$ cat src/hdl/lfwr_pkg.sv
// Shared constants, types and helpers for the linked handle queue.
`timescale 1ns / 1ps

package lfwr_pkg;

    localparam int POOL_SIZE = 16;
    localparam int HDL_W     = $clog2(POOL_SIZE);
    localparam int SLOT_W    = HDL_W + 1;
    localparam int CNT_W     = $clog2(POOL_SIZE + 1);

    localparam logic [SLOT_W-1:0] SLOT_NONE = SLOT_W'(POOL_SIZE);

    localparam logic [1:0] ACT_PUSH   = 2'd0;
    localparam logic [1:0] ACT_POP    = 2'd1;
    localparam logic [1:0] ACT_DELETE = 2'd2;

    localparam logic [1:0] RC_OK      = 2'd0;
    localparam logic [1:0] RC_EMPTY   = 2'd1;
    localparam logic [1:0] RC_REFUSED = 2'd2;
    localparam logic [1:0] RC_INVALID = 2'd3;

    typedef enum logic [1:0] {
        ST_IDLE    = 2'd0,
        ST_QUEUED  = 2'd1,
        ST_READ    = 2'd2,
        ST_DELETED = 2'd3
    } slot_state_t;

    typedef enum logic {
        CTL_IDLE = 1'b0,
        CTL_EXEC = 1'b1
    } ctl_state_t;

    function automatic logic in_pool(input logic [SLOT_W-1:0] s);
        return s < SLOT_NONE;
    endfunction

endpackage

$ cat src/hdl/linked_fifo_with_removal_core.sv
// Top level of the linked handle queue with push, pop and removal anywhere in the list.
`timescale 1ns / 1ps

// The block takes a new request only in its idle state and works on one at a time: when a
// transaction is accepted the next and previous link memories are read into registers, and
// in the execute state the links, head, tail, count and slot status are updated and the
// result is loaded into the output register. This read-then-write order is set by the link
// memories, which have a registered read port. A result that is not taken holds the
// update, so in_stall stays high until the output register is free again.
// Reset clears the status of all slots at once; no clearing pass is needed.
module linked_fifo_with_removal_core
(
    input  logic                            clk,
    input  logic                            rst_n,
    input  logic                            in_valid,
    output logic                            in_stall,
    input  logic [1:0]                      action,
    input  logic [lfwr_pkg::HDL_W-1:0]      handle,
    output logic                            out_valid,
    input  logic                            out_stall,
    output logic [1:0]                      result_code,
    output logic [lfwr_pkg::HDL_W-1:0]      popped_handle,
    output logic [lfwr_pkg::CNT_W-1:0]      queue_count
);

    lfwr_pkg::ctl_state_t state_reg, state_next;

    logic [1:0]                  act_reg;
    logic [lfwr_pkg::HDL_W-1:0]  hdl_reg;
    logic [lfwr_pkg::SLOT_W-1:0] rd_next_reg;
    logic [lfwr_pkg::SLOT_W-1:0] rd_prev_reg;

    logic [lfwr_pkg::SLOT_W-1:0] head_reg, head_next;
    logic [lfwr_pkg::SLOT_W-1:0] tail_reg, tail_next;
    logic [lfwr_pkg::CNT_W-1:0]  count_reg, count_next;

    lfwr_pkg::slot_state_t status_reg [lfwr_pkg::POOL_SIZE];

    logic [lfwr_pkg::SLOT_W-1:0] next_mem [lfwr_pkg::POOL_SIZE];
    logic [lfwr_pkg::SLOT_W-1:0] prev_mem [lfwr_pkg::POOL_SIZE];

    logic                        accept;
    logic                        exec_done;
    logic [lfwr_pkg::HDL_W-1:0]  rd_addr_next;

    logic                        next_we;
    logic [lfwr_pkg::HDL_W-1:0]  next_wa;
    logic [lfwr_pkg::SLOT_W-1:0] next_wd;
    logic                        prev_we;
    logic [lfwr_pkg::HDL_W-1:0]  prev_wa;
    logic [lfwr_pkg::SLOT_W-1:0] prev_wd;
    logic                        st_we;
    logic [lfwr_pkg::HDL_W-1:0]  st_wa;
    lfwr_pkg::slot_state_t       st_wd;

    logic [1:0]                  rc;
    logic [lfwr_pkg::HDL_W-1:0]  got;

    logic [lfwr_pkg::SLOT_W-1:0] hdl_slot;
    lfwr_pkg::slot_state_t       hdl_status;
    logic [lfwr_pkg::SLOT_W-1:0] link_nx;
    logic [lfwr_pkg::SLOT_W-1:0] link_pv;

    logic                        out_valid_reg;
    logic [1:0]                  result_code_reg;
    logic [lfwr_pkg::HDL_W-1:0]  popped_handle_reg;
    logic [lfwr_pkg::CNT_W-1:0]  queue_count_reg;

    assign accept = in_valid && !in_stall;

    always_comb
    begin
        state_next = state_reg;
        case (state_reg)
            lfwr_pkg::CTL_IDLE:
            begin
                if (accept)
                begin
                    state_next = lfwr_pkg::CTL_EXEC;
                end
            end
            lfwr_pkg::CTL_EXEC:
            begin
                if (exec_done)
                begin
                    state_next = lfwr_pkg::CTL_IDLE;
                end
            end
            default:
            begin
                state_next = lfwr_pkg::CTL_IDLE;
            end
        endcase
    end

    always_comb
    begin
        in_stall  = 1'b1;
        exec_done = 1'b0;
        case (state_reg)
            lfwr_pkg::CTL_IDLE:
            begin
                in_stall = 1'b0;
            end
            lfwr_pkg::CTL_EXEC:
            begin
                exec_done = !out_valid_reg || !out_stall;
            end
            default:
            begin
                in_stall = 1'b1;
            end
        endcase
    end

    always_ff @(posedge clk or negedge rst_n)
    begin
        if (!rst_n)
        begin
            state_reg <= lfwr_pkg::CTL_IDLE;
        end
        else
        begin
            state_reg <= state_next;
        end
    end

    // A pop follows the head; push and delete look at the requested handle.
    assign rd_addr_next = (action == lfwr_pkg::ACT_POP) ? head_reg[lfwr_pkg::HDL_W-1:0] : handle;

    always_ff @(posedge clk)
    begin
        if (accept)
        begin
            act_reg     <= action;
            hdl_reg     <= handle;
            rd_next_reg <= next_mem[rd_addr_next];
            rd_prev_reg <= prev_mem[handle];
        end
        if (next_we)
        begin
            next_mem[next_wa] <= next_wd;
        end
        if (prev_we)
        begin
            prev_mem[prev_wa] <= prev_wd;
        end
    end

    assign hdl_slot   = {1'b0, hdl_reg};
    assign hdl_status = status_reg[hdl_reg];

    // The tail's next link and the head's previous link are always none, so the
    // stored value is not needed for them.
    assign link_nx = (hdl_slot == tail_reg) ? lfwr_pkg::SLOT_NONE : rd_next_reg;
    assign link_pv = (hdl_slot == head_reg) ? lfwr_pkg::SLOT_NONE : rd_prev_reg;

    always_comb
    begin
        head_next  = head_reg;
        tail_next  = tail_reg;
        count_next = count_reg;
        next_we    = 1'b0;
        next_wa    = hdl_reg;
        next_wd    = lfwr_pkg::SLOT_NONE;
        prev_we    = 1'b0;
        prev_wa    = hdl_reg;
        prev_wd    = lfwr_pkg::SLOT_NONE;
        st_we      = 1'b0;
        st_wa      = hdl_reg;
        st_wd      = lfwr_pkg::ST_IDLE;
        rc         = lfwr_pkg::RC_INVALID;
        got        = '0;
        case (act_reg)
            lfwr_pkg::ACT_PUSH:
            begin
                if (lfwr_pkg::in_pool(hdl_slot) && hdl_status != lfwr_pkg::ST_QUEUED)
                begin
                    rc         = lfwr_pkg::RC_OK;
                    prev_we    = 1'b1;
                    st_we      = 1'b1;
                    st_wd      = lfwr_pkg::ST_QUEUED;
                    count_next = count_reg + 1'b1;
                    tail_next  = hdl_slot;
                    if (!lfwr_pkg::in_pool(tail_reg))
                    begin
                        head_next = hdl_slot;
                        prev_wd   = lfwr_pkg::SLOT_NONE;
                    end
                    else
                    begin
                        next_we = 1'b1;
                        next_wa = tail_reg[lfwr_pkg::HDL_W-1:0];
                        next_wd = hdl_slot;
                        prev_wd = tail_reg;
                    end
                end
            end
            lfwr_pkg::ACT_POP:
            begin
                if (count_reg == '0 || !lfwr_pkg::in_pool(head_reg))
                begin
                    rc = lfwr_pkg::RC_EMPTY;
                end
                else
                begin
                    rc         = lfwr_pkg::RC_OK;
                    got        = head_reg[lfwr_pkg::HDL_W-1:0];
                    st_we      = 1'b1;
                    st_wa      = head_reg[lfwr_pkg::HDL_W-1:0];
                    st_wd      = lfwr_pkg::ST_READ;
                    count_next = count_reg - 1'b1;
                    if (head_reg == tail_reg)
                    begin
                        head_next = lfwr_pkg::SLOT_NONE;
                        tail_next = lfwr_pkg::SLOT_NONE;
                    end
                    else
                    begin
                        head_next = rd_next_reg;
                        if (lfwr_pkg::in_pool(rd_next_reg))
                        begin
                            prev_we = 1'b1;
                            prev_wa = rd_next_reg[lfwr_pkg::HDL_W-1:0];
                            prev_wd = lfwr_pkg::SLOT_NONE;
                        end
                    end
                end
            end
            lfwr_pkg::ACT_DELETE:
            begin
                if (lfwr_pkg::in_pool(hdl_slot))
                begin
                    case (hdl_status)
                        lfwr_pkg::ST_DELETED:
                        begin
                            rc = lfwr_pkg::RC_OK;
                        end
                        lfwr_pkg::ST_READ:
                        begin
                            rc = lfwr_pkg::RC_REFUSED;
                        end
                        lfwr_pkg::ST_QUEUED:
                        begin
                            rc    = lfwr_pkg::RC_OK;
                            st_we = 1'b1;
                            st_wd = lfwr_pkg::ST_DELETED;
                            if (head_reg == hdl_slot)
                            begin
                                head_next = link_nx;
                            end
                            if (tail_reg == hdl_slot)
                            begin
                                tail_next = link_pv;
                            end
                            if (lfwr_pkg::in_pool(link_pv))
                            begin
                                next_we = 1'b1;
                                next_wa = link_pv[lfwr_pkg::HDL_W-1:0];
                                next_wd = link_nx;
                            end
                            if (lfwr_pkg::in_pool(link_nx))
                            begin
                                prev_we = 1'b1;
                                prev_wa = link_nx[lfwr_pkg::HDL_W-1:0];
                                prev_wd = link_pv;
                            end
                            if (count_reg != '0)
                            begin
                                count_next = count_reg - 1'b1;
                            end
                        end
                        default:
                        begin
                            rc = lfwr_pkg::RC_INVALID;
                        end
                    endcase
                end
            end
            default:
            begin
                rc = lfwr_pkg::RC_INVALID;
            end
        endcase
        if (!exec_done)
        begin
            head_next  = head_reg;
            tail_next  = tail_reg;
            count_next = count_reg;
            next_we    = 1'b0;
            prev_we    = 1'b0;
            st_we      = 1'b0;
        end
    end

    always_ff @(posedge clk or negedge rst_n)
    begin
        if (!rst_n)
        begin
            head_reg  <= lfwr_pkg::SLOT_NONE;
            tail_reg  <= lfwr_pkg::SLOT_NONE;
            count_reg <= '0;
            for (int i = 0; i < lfwr_pkg::POOL_SIZE; i++)
            begin
                status_reg[i] <= lfwr_pkg::ST_IDLE;
            end
        end
        else
        begin
            head_reg  <= head_next;
            tail_reg  <= tail_next;
            count_reg <= count_next;
            if (st_we)
            begin
                status_reg[st_wa] <= st_wd;
            end
        end
    end

    always_ff @(posedge clk or negedge rst_n)
    begin
        if (!rst_n)
        begin
            out_valid_reg <= 1'b0;
        end
        else if (exec_done)
        begin
            out_valid_reg <= 1'b1;
        end
        else if (!out_stall)
        begin
            out_valid_reg <= 1'b0;
        end
    end

    always_ff @(posedge clk)
    begin
        if (exec_done)
        begin
            result_code_reg   <= rc;
            popped_handle_reg <= got;
            queue_count_reg   <= count_next;
        end
    end

    assign out_valid     = out_valid_reg;
    assign result_code   = result_code_reg;
    assign popped_handle = popped_handle_reg;
    assign queue_count   = queue_count_reg;

endmodule

$ cat config.mk
export PLATFORM = sky130hd
export DESIGN_NAME = linked_fifo_with_removal_core
export DESIGN_NICKNAME = d
export VERILOG_FILES = /design/src/hdl/lfwr_pkg.sv /design/src/hdl/linked_fifo_with_removal_core.sv
export SDC_FILE = /design/constraint.sdc
export NUM_CORES = 1
export LEC_CHECK = 0
export BUFFER_PORTS_ARGS = -buffer_cell sky130_fd_sc_hd__buf_2
export CAP_MARGIN = 15
export CORE_UTILIZATION = 50
export CTS_BUF_LIST = sky130_fd_sc_hd__clkbuf_8 sky130_fd_sc_hd__clkbuf_16
export CTS_CLUSTER_DIAMETER = 150
export DETAILED_ROUTE_END_ITERATION = 7
export HOLD_SLACK_MARGIN = 0.08
export PLACE_DENSITY = 0.66
export SYNTH_ARGS = -nofsm -noshare
export SYNTH_HDL_FRONTEND = slang
export SYNTH_SLANG_ARGS = --single-unit
$ cat constraint.sdc
create_clock -name clk -period 8.2 [get_ports clk]
set_input_delay 0 -clock clk [delete_from_list [all_inputs] [get_ports clk]]
set_output_delay 0 -clock clk [all_outputs]
set_load 0.005 [all_outputs]
==> results of run 1 <==
-- final cells by class --
| class | instances | share of cell area [%] |
|---|---|---|
| Sequential cell | 236 | 56.02 |
| Tap cell | 275 | 2.816 |
| Inverter | 20 | 0.6145 |
| Clock buffer | 28 | 5.643 |
| Timing Repair Buffer | 40 | 2.171 |
| Clock inverter | 16 | 1.075 |
| Multi-Input combinational cell | 438 | 31.66 |
-- per-layer routing --
| layer | global-route usage (%) | vias to the layer above | wire, um |
|---|---|---|---|
| met1 | 33.61 | 3417 | 10730 |
| met2 | 37.13 | 357 | 11910 |
| li1 | - | 3001 | - |
| met4 | 9.747 | 0 | 1050 |
| met3 | 4.515 | 88 | 2209 |
| met5 | 0 | - | 0 |
-- Yosys cell counts (all sizes together), types with 3 or more instances --
cell type	number	share of area, %
dfrtp	47	11
nor2b	15	0.86
and4	6	0.48
nor4b	3	0.24
o211ai	4	0.27
nand2	31	1.1
o2111ai	3	0.24
a22oi	4	0.27
a21o	3	0.21
a31oi	8	0.46
o21a	4	0.27
buf	18	0.98
mux2	36	3.7
xor2	12	0.96
edfxtp	187	51
nand3	15	0.80
o21ai	23	1.1
and2	5	0.29
a211o	5	0.40
nand4	10	0.63
a221oi	4	0.32
a2111oi	3	0.24
nor2	37	1.3
inv	20	0.68
and3	3	0.22
nand2b	4	0.23
a211oi	14	0.96
a21oi	34	1.6
mux4	49	10
ha	6	0.68
clkbuf	30	1.0
a41o	3	0.27
o31ai	4	0.27
mux2i	19	1.7
a22o	6	0.48
a32o	4	0.37
nor4	10	0.63
nor3	24	1.1
-- critical path: cells and delay by family (launching register included) --
family	cells	cell delay (ns)
muxes	1	0.69
DFF	1	0.96
and+or+nand+nor	3	1.55
AOI/OAI and AO/OA	3	1.04
-- power breakdown --
| group | internal [mW] | switching [mW] |
|---|---|---|
| Clock | 0.662 | 0.442 |
| Sequential | 1.41 | 0.114 |
| Combinational | 0.231 | 0.391 |
| Total | 2.30 | 0.947 |
-- kinds of logic (layout without fill, tap and decap cells) --
group / after synthesis / in the layout / share of synthesized area [%]
AO/OA/AOI/OAI: 142 / 142 / 8.933
XOR/XNOR: 14 / 14 / 1.118
adder cells (fa/ha/maj): 6 / 6 / 0.6844
buffers and inverters: 68 / 104 / 2.692
flip-flops: 236 / 236 / 62.40
multiplexers: 104 / 104 / 15.70
AND/OR/NAND/NOR: 172 / 172 / 8.476
-- through the flow --
| step | area, um^2 | total power [mW] |
|---|---|---|
| final | 12220 | 3.246 |
| after global routing | 12220 | 3.374 |
| after floorplan | 10970 | 1.948 |
| after detailed placement | 11300 | 2.146 |
| after CTS | 12200 | 3.248 |
| after global placement | 11300 | 2.135 |
-- final timing paths --
path	start	to	cells after the start
min reg2reg	status_reg[12]	status_reg[12]	1
max reg2reg	hdl_reg[0]	prev_mem[9][0]	7
min	handle[0]	hdl_reg[0]	1
min in group asynchronous	rst_n	status_reg[16]	3
max in group asynchronous	rst_n	count_reg[0]	3
max	hdl_reg[0]	prev_mem[9][0]	7
==> impl_metrics.toml, run 1 <==
[floorplan]
start_util_pct = 51.53
die_width_um = 150.1
die_span_in_y_um = 150.1
rows = 53
core-area_um2 = 21290
die_area_um2 = 22530
ios = 23

[logic_synthesis]
netlist_instances = 742
count_of_unique_library_cells_instantiated_by_yosys = 70
ys.warnings.count = 0
synth_edf_count = 187
syn_avg_cell_area_um2 = 14.78
mappedNetlistArea_um2 = 10970
mapped_nets = 758
postSynth.topFlopCell = "edfxtp_1"
ys_async_sr_fraction_pct = 20.76
ys_ff_latch = 236
seq_area_frac_synth_pct = 62.40

[routing]
post-route-drc-count = 0
detail_route.first_pass.iterations = 5
via_per_inst = 6.518
total_number_of_vias = 6863
drt_iter0_markers = 698
drt-wirelength-per-cell_um = 24.60
drt_wl_total_mm = 25.91
antenna_violating_nets_post_route = 0

[place]
place_worst_setup_slack_ns = 3.683
post-dp-hpwl_mm = 17.27
port_buffers = 22
dpl.cell_count = 999
weighted_congestion_at_the_end_of_routability_driven_global_placement = 0.9635

[final_layout]
area.sequential_um2 = 6844
finalNonFillerCells = 1053
area_taken_by_multi_input_logic_gates_um2 = 3867
antenna_cells = 0
mostFrequentLayoutCell = "edfxtp_1"
finish.utilization_pct = 57.39
num-fill-cells = 1615
final_cell_mix = "187 x edfxtp_1, 47 x dfrtp_1, 43 x mux4_2, 37 x nor2_1"
final_layout_size_suffix_gt1_share_pct = 21.08
area_growth_pct = 11.38
layout.nets = 776

[worst_setup_path]
timing.critical_path.slowest_stage_cell = "edfxtp_1"
ff2ff_setup_slack_ns = 3.56
worstPathMaxFanout = 19
timing_worst_setup_path_type = "register to register"
crit_chain = "mux4_1, nand2_1, and4_1, o2111ai_1, a221oi_1, o21ai_1, nor3_1"
critPathMaxStageDelay_ns = 0.96
crit_required_ns = 8.35
worst_setup_path_start_kind = "register"
critPathCaptureType = "register"
worstPathArrival_ns = 4.79

[grt]
grt_pass1_wl_mm = 40.30
grt_max_degree = 50
via_count_of_the_first_global_routing_pass = 6855
track_usage_pct = 24.00
grt-ovfl-total = 0
antenna_violations_before_repair = 0

[sta]
min_period_over_period_pct = 56.61
fin_worst_skew_ns = 0.01172
fin_setup_tns_ns = 0
unrepaired_setup_endpoints_after_global_routing = "no"
finalCriticalPeriod_ns = 4.642
finalHoldWorstSlack_ns = 0.09035
slew_viols_final = 0
fmax_ghz = 0.2154
timing.final.hold_violations = 0
setup_viol = 0
setup_slack_ns = 3.558
slew_headroom_pct = 27.58
worst_pin_slew_ns = 1.083

[run]
drv.max_cap_violation_count = 0

[clock_network]
tritoncts = "done"
cts_hold_buf = 8
post-cts-setup-buffers = 0
clock_tree.htree_level_count = 1
clockBufferDepth = 3
clk_latency_ns = 0.52
tritoncts.num_buffers = 24
cts_repair_resize_count = 0
clkTransAtPathRegs_ns = 0.06
tritoncts_num_sinks = 236
ctsRootBufferMaster = "clkbuf_16"

[hold_path]
hold_path.class = "input port to register"

[run_status]
outcome = "finished clean"

[power_and_ir_drop]
p_leak_nw = 4.400
power_per_cell_area_nw_per_um2 = 265.7
max-vdd-ir-drop_mv = 0.1680
(Power assumes the default switching activity.)
==> inputs of run 2 (changes only) <==
clock period = 4.75 ns   (was 8.2 ns; I/O delays follow)
==> run 2 against run 1 <==
  * Global-route usage up 0.90 points
  * Clock skew is essentially flat
  * Die area unchanged
  * First-iteration DRC count decreased by 5.6%
  * Non-clock buffer count grew 27
  * Wire length increased by 4.1%
  * Core utilization grew 0.74 points
  * Power increased by 72%
  * Register-to-register slack got worse by 3.0 ns
  * Clock power rose by 68%
  * Clock-buffer cell count is 3 lower
  * Critical path type unchanged
  * Final cell count increased by 2.6%
==> impl_metrics.toml, run 2 (synthesized netlist as in run 1, its figures left out) <==
[place]
weighted_congestion_at_the_end_of_routability_driven_global_placement = 1.005
port_buffers = 22
post-dp-hpwl_mm = 18.24

[floorplan]
die_width_um = 150.1
die_span_in_y_um = 150.1
start_util_pct = 51.53
die_area_um2 = 22530
rows = 53
ios = 23
core-area_um2 = 21290

[sta]
setup_viol = 0
timing.final.hold_violations = 0
fin_setup_tns_ns = 0
slew_headroom_pct = 23.34
slew_viols_final = 0
unrepaired_setup_endpoints_after_global_routing = "no"
min_period_over_period_pct = 89.19
worst_pin_slew_ns = 1.128
finalHoldWorstSlack_ns = 0.08527
fmax_ghz = 0.2361
fin_worst_skew_ns = 0.01155
finalCriticalPeriod_ns = 4.236

[worst_setup_path]
worst-path-buf-inv = 1
worst_setup_path_start_kind = "register"
worstPathArrival_ns = 4.39
crit_required_ns = 4.90
critPathMaxStageDelay_ns = 0.77
timing.critical_path.slowest_stage_cell = "and4_1"
timing_worst_setup_path_type = "register to register"
critPathCaptureType = "register"
crit_chain = "mux4_1, nand2_1, and4_1, o211ai_1, a2bb2oi_1, o21ai_1, buf_4, nor3_1"
worstPathMaxFanout = 19
crit_family = "simple AND/OR/NAND/NOR gates"

[clock_network]
clk_latency_ns = 0.53
tritoncts_num_sinks = 236
clockBufferDepth = 3
clock_tree.htree_level_count = 1
clkTransAtPathRegs_ns = 0.06
tritoncts = "done"
tritoncts.num_buffers = 25
post-cts-setup-buffers = 0
ctsRootBufferMaster = "clkbuf_16"

[final_layout]
final_layout_size_suffix_gt1_share_pct = 22.98
area_growth_pct = 12.82
layout.nets = 804
antenna_cells = 0
final_cell_mix = "187 x edfxtp_1, 47 x dfrtp_1, 43 x mux4_2, 37 x nor2_1, 35 x buf_4"
num-fill-cells = 1633
mostFrequentLayoutCell = "edfxtp_1"

[grt]
via_count_of_the_first_global_routing_pass = 6989
grt_max_degree = 50
antenna_violations_before_repair = 0
grt-ovfl-total = 0
track_usage_pct = 24.90
grt_pass1_wl_mm = 41.42

[routing]
drt_iter0_markers = 659
detail_route.first_pass.iterations = 5
drt_wl_total_mm = 26.96
antenna_violating_nets_post_route = 0
total_number_of_vias = 6991
via_per_inst = 6.473
drt-wirelength-per-cell_um = 24.97
post-route-drc-count = 0

[power_and_ir_drop]
p_leak_nw = 4.509
finalPower_mw = 5.594
power_per_cell_area_nw_per_um2 = 452.1
max-vdd-ir-drop_mv = 0.2478

[run_status]
outcome = "finished clean"

[hold_path]
hold_path.class = "input port to register"

[run]
drv.max_cap_violation_count = 0
==> run 2: cell count changes in the layout (fill, tap and decap cells not counted), moves of 2 or more <==
cell,change
buf_4,+25
clkinv_1,+4
clkinv_2,-4
clkbuf_16,-2
==> run 2: final cells by class <==
cell class / count / area (um^2) / area share (%)
Tap cell: 275 / 344.1 / 2.781
Inverter: 20 / 75.07 / 0.6067
Clock buffer: 25 / 625.6 / 5.056
Timing Repair Buffer: 67 / 483.0 / 3.903
Clock inverter: 19 / 146.4 / 1.183
Multi-Input combinational cell: 438 / 3856 / 31.16
Sequential cell: 236 / 6844 / 55.31
==> run 2: repair_timing <==
action,in CTS,in global routing
resized for setup,0,0
hold buffers,8,1
endpoints found under the hold margin,75,15
==> run 2: stage by stage <==
stage | std cells | util [%] | instance area, um^2 | worst slack (ns)
finish | 1080 | 58.13 | 12370 | 0.5136
global route | 1080 | 58.13 | 12370 | 0.2711
CTS | 1078 | 57.99 | 12340 | 0.5514
detailed placement | 1026 | 53.99 | 11490 | 0.5813
global placement | 1026 | 53.99 | 11490 | 0.7028
floorplan | 742 | - | 10970 | 1.363
==> run 2: worst paths after layout <==
path | from | end | slack, ns | cells after the start
max | hdl_reg[0] | prev_mem[13][2] | 0.51 | 8
min | handle[0] | hdl_reg[0] | 0.09 | 1
max reg2reg | hdl_reg[0] | prev_mem[13][2] | 0.51 | 8
min reg2reg | status_reg[24] | status_reg[24] | 0.50 | 1
max in group asynchronous | rst_n | head_reg[4] | 3.70 | 4
min in group asynchronous | rst_n | status_reg[16] | 0.47 | 3
==> run 2: where the power goes <==
group	internal (mW)	leakage (nW)	switching [mW]
Clock	1.06	0.382	0.788
Combinational	0.425	1.75	0.686
Sequential	2.43	2.38	0.207
Total	3.91	4.51	1.68
==> run 2: layer usage <==
layer | wire length (um) | GRT usage, % | vias to the layer above
li1 | - | - | 3058
met1 | 11510 | 34.61 | 3531
met2 | 12840 | 39.75 | 329
met3 | 1824 | 4.273 | 73
met4 | 793 | 8.788 | 0
met5 | 0 | 0 | -
==> inputs of run 3 (changes only) <==
ABC_AREA = 1   (was unset)
CTS_CLUSTER_DIAMETER = 50   (was 150)
SLEW_MARGIN = 40   (was unset)
==> run 3 against run 2 <==
  * Power up 2.0%
  * Flip-flop and latch count unchanged
  * Cell area about the same
  * Sequential power down 3%
  * Largest power group unchanged
  * Synthesized cell count up 51%
  * Clock skew up 0.0038 ns
  * Critical path type unchanged
  * Worst setup slack better by 0.55 ns
  * First-iteration DRC count up 31%
  * Fmax up 15%
  * Non-clock buffer count down 23
  * Via count up 18%
==> impl_metrics.toml, run 3 <==
[floorplan]
start_util_pct = 50.89
die_area_um2 = 22810
die_span_in_y_um = 151.0
ios = 23
die_width_um = 151.0
core-area_um2 = 21820
rows = 54

[place]
post-dp-hpwl_mm = 17.96
detailed_place.area_um2 = 11470
dpl.cell_count = 1386
port_buffers = 22
weighted_congestion_at_the_end_of_routability_driven_global_placement = 0.9774

[worst_setup_path]
worstPathArrival_ns = 3.87
timing.rr.end = "next_mem[8][2]"
worst_setup_path_start_kind = "register"
worstPathMaxFanout = 24
critPathCaptureType = "register"
crit_required_ns = 4.94
ff2ff_path_depth = 14
ff2ff_setup_slack_ns = 1.07
timing_worst_setup_path_type = "register to register"
reg2reg_from = "hdl_reg[0]"

[clock_network]
tritoncts_num_sinks = 236
cts_repair_resize_count = 0
tritoncts.num_buffers = 27
clkTransAtPathRegs_ns = 0.06
clk_latency_ns = 0.55
clockBufferDepth = 3
clock_tree.htree_level_count = 1
tritoncts = "done"
ctsRootBufferMaster = "clkbuf_16"

[logic_synthesis]
mapped_nets = 1133
syn_avg_cell_area_um2 = 9.942
yosys.cell_count.top_type = "nand2_1"
netlist_instances = 1117
ys_ff_latch = 236
synth_top_cell_by_area = "edfxtp_1"
ys_async_sr_fraction_pct = 20.76
seq_area_frac_synth_pct = 61.63
synth_edf_count = 187
synthDominantCellAreaShare_pct = 50.56
synth.area.top_cells = "edfxtp_1 51%, dfrtp_1 11%, nand2_1 8.0%, o21ai_0 6.1%, nor2_1 5.1%"
count_of_unique_library_cells_instantiated_by_yosys = 41
postSynth.topFlopCell = "edfxtp_1"
mappedNetlistArea_um2 = 11110
ys.warnings.count = 0
leading_post_synthesis_cells_by_instance_count = "237 x nand2_1, 187 x edfxtp_1, 151 x nor2_1"

[grt]
grt_pass1_wl_mm = 42.12
track_usage_pct = 24.28
grt_max_degree = 50
antenna_violations_before_repair = 0
via_count_of_the_first_global_routing_pass = 7718
grt-ovfl-total = 0

[final_layout]
final_cell_mix = "237 x nand2_1, 187 x edfxtp_1, 151 x nor2_1, 134 x o21ai_0, 85 x inv_1"
final_layout_size_suffix_gt1_share_pct = 9.552
layout.nets = 1159
finalNonFillerCells = 1442
finish.utilization_pct = 56.75
area_growth_pct = 11.53
mostFrequentLayoutCell = "nand2_1"
antenna_cells = 0
post_layout_inst_area_um2 = 12390

[run]
drv.max_cap_violation_count = 0

[sta]
slew_viols_final = 0
finalCriticalPeriod_ns = 3.683
fmax_ghz = 0.2715
slew_headroom_pct = 46.08
fin_worst_skew_ns = 0.01537
unrepaired_setup_endpoints_after_global_routing = "no"
fin_setup_tns_ns = 0
setup_viol = 0
min_period_over_period_pct = 77.53
worst_pin_slew_ns = 0.8088
timing.final.hold_violations = 0

[power_and_ir_drop]
p_leak_nw = 4.767
power_per_cell_area_nw_per_um2 = 460.9
max-vdd-ir-drop_mv = 0.2530

[routing]
via_per_inst = 5.709
drt-wirelength-per-cell_um = 18.85
detail_route.first_pass.iterations = 6
post-route-drc-count = 0
antenna_violating_nets_post_route = 0
drt_iter0_markers = 863
drt_wl_total_mm = 27.18
total_number_of_vias = 8232

[hold_path]
hold_end = "hdl_reg[0]"
hold_path.class = "input port to register"
worstHoldPathCells = 2
min_from = "handle[0]"

[run_status]
outcome = "finished clean"
==> run 3: worst max path at each step <==
stage / endpoint / start / slack [ns]
after floorplan: next_mem[0][0] / hdl_reg[0] / 2.09
after global placement: next_mem[9][0] / hdl_reg[0] / 1.19
after detailed placement: next_mem[0][0] / hdl_reg[0] / 1.13
after CTS: next_mem[0][1] / hdl_reg[0] / 1.12
after global routing: next_mem[9][0] / hdl_reg[0] / 0.77
final: next_mem[8][2] / hdl_reg[0] / 1.07
==> run 3: per-stage QoR <==
| stage | power, mW | worst slack, ns | hold WS, ns |
|---|---|---|---|
| 6_report | 5.708 | 1.067 | 0.1049 |
| 5_1_grt | 5.970 | 0.7651 | 0.1159 |
| 3_5_place_dp | 3.765 | 1.134 | 0.1539 |
| 2_1_floorplan | 3.398 | 2.091 | -0.2956 |
| 3_3_place_gp | 3.755 | 1.185 | 0.1493 |
| 4_1_cts | 5.713 | 1.123 | 0.08859 |
==> run 3: what timing repair did <==
action / CTS / global route
hold endpoints to repair: 61 / 0
hold buffers: 8 / 0
setup buffers: 0 / 0
==> run 3: routing by layer <==
layer  track usage [%]  routed length (um)
met2             39.24               12960
met3             3.343                1795
met4             8.400                 784
met1             33.63               11640
met5                 0                   0
==> run 3: cells by family after synthesis <==
logic type,count (synthesis),synth area share [%]
buf+inv,137,5.137
fa+ha+maj,6,0.6760
simple gates,489,18.30
xor+xnor,7,0.5521
flops,236,61.63
mux,15,1.352
compound gates,227,12.36
==> run 3: worst max-delay path: stages, from the launching register on <==
cell and delay, ns:
edfxtp_1 0.36, buf_4 0.22, inv_2 0.36, nand2_1 0.10, nand3_1 0.09, nand3_1 0.09, nand3_1 0.09, nand2_1 0.11
inv_2 0.18, nand2_4 0.20, nor2_2 0.24, nand3_1 0.28, a21oi_2 0.36, nand3_1 0.22, nor2_1 0.41
==> run 3: layout make-up <==
type                    count  area (um^2)
flip-flops and latches    236         6844
fillers                  1905         9438
multi-input cells         744         3725
clock buffers              27        675.6
inverters                  90        337.8
clock inverters            21        157.7
well taps                 280        350.3
repair buffers             44        295.3
==> run 3: report_power, final <==
part	internal [mW]	switching, mW
clock	1.14	0.818
sequential	2.44	0.119
combinational	0.348	0.842
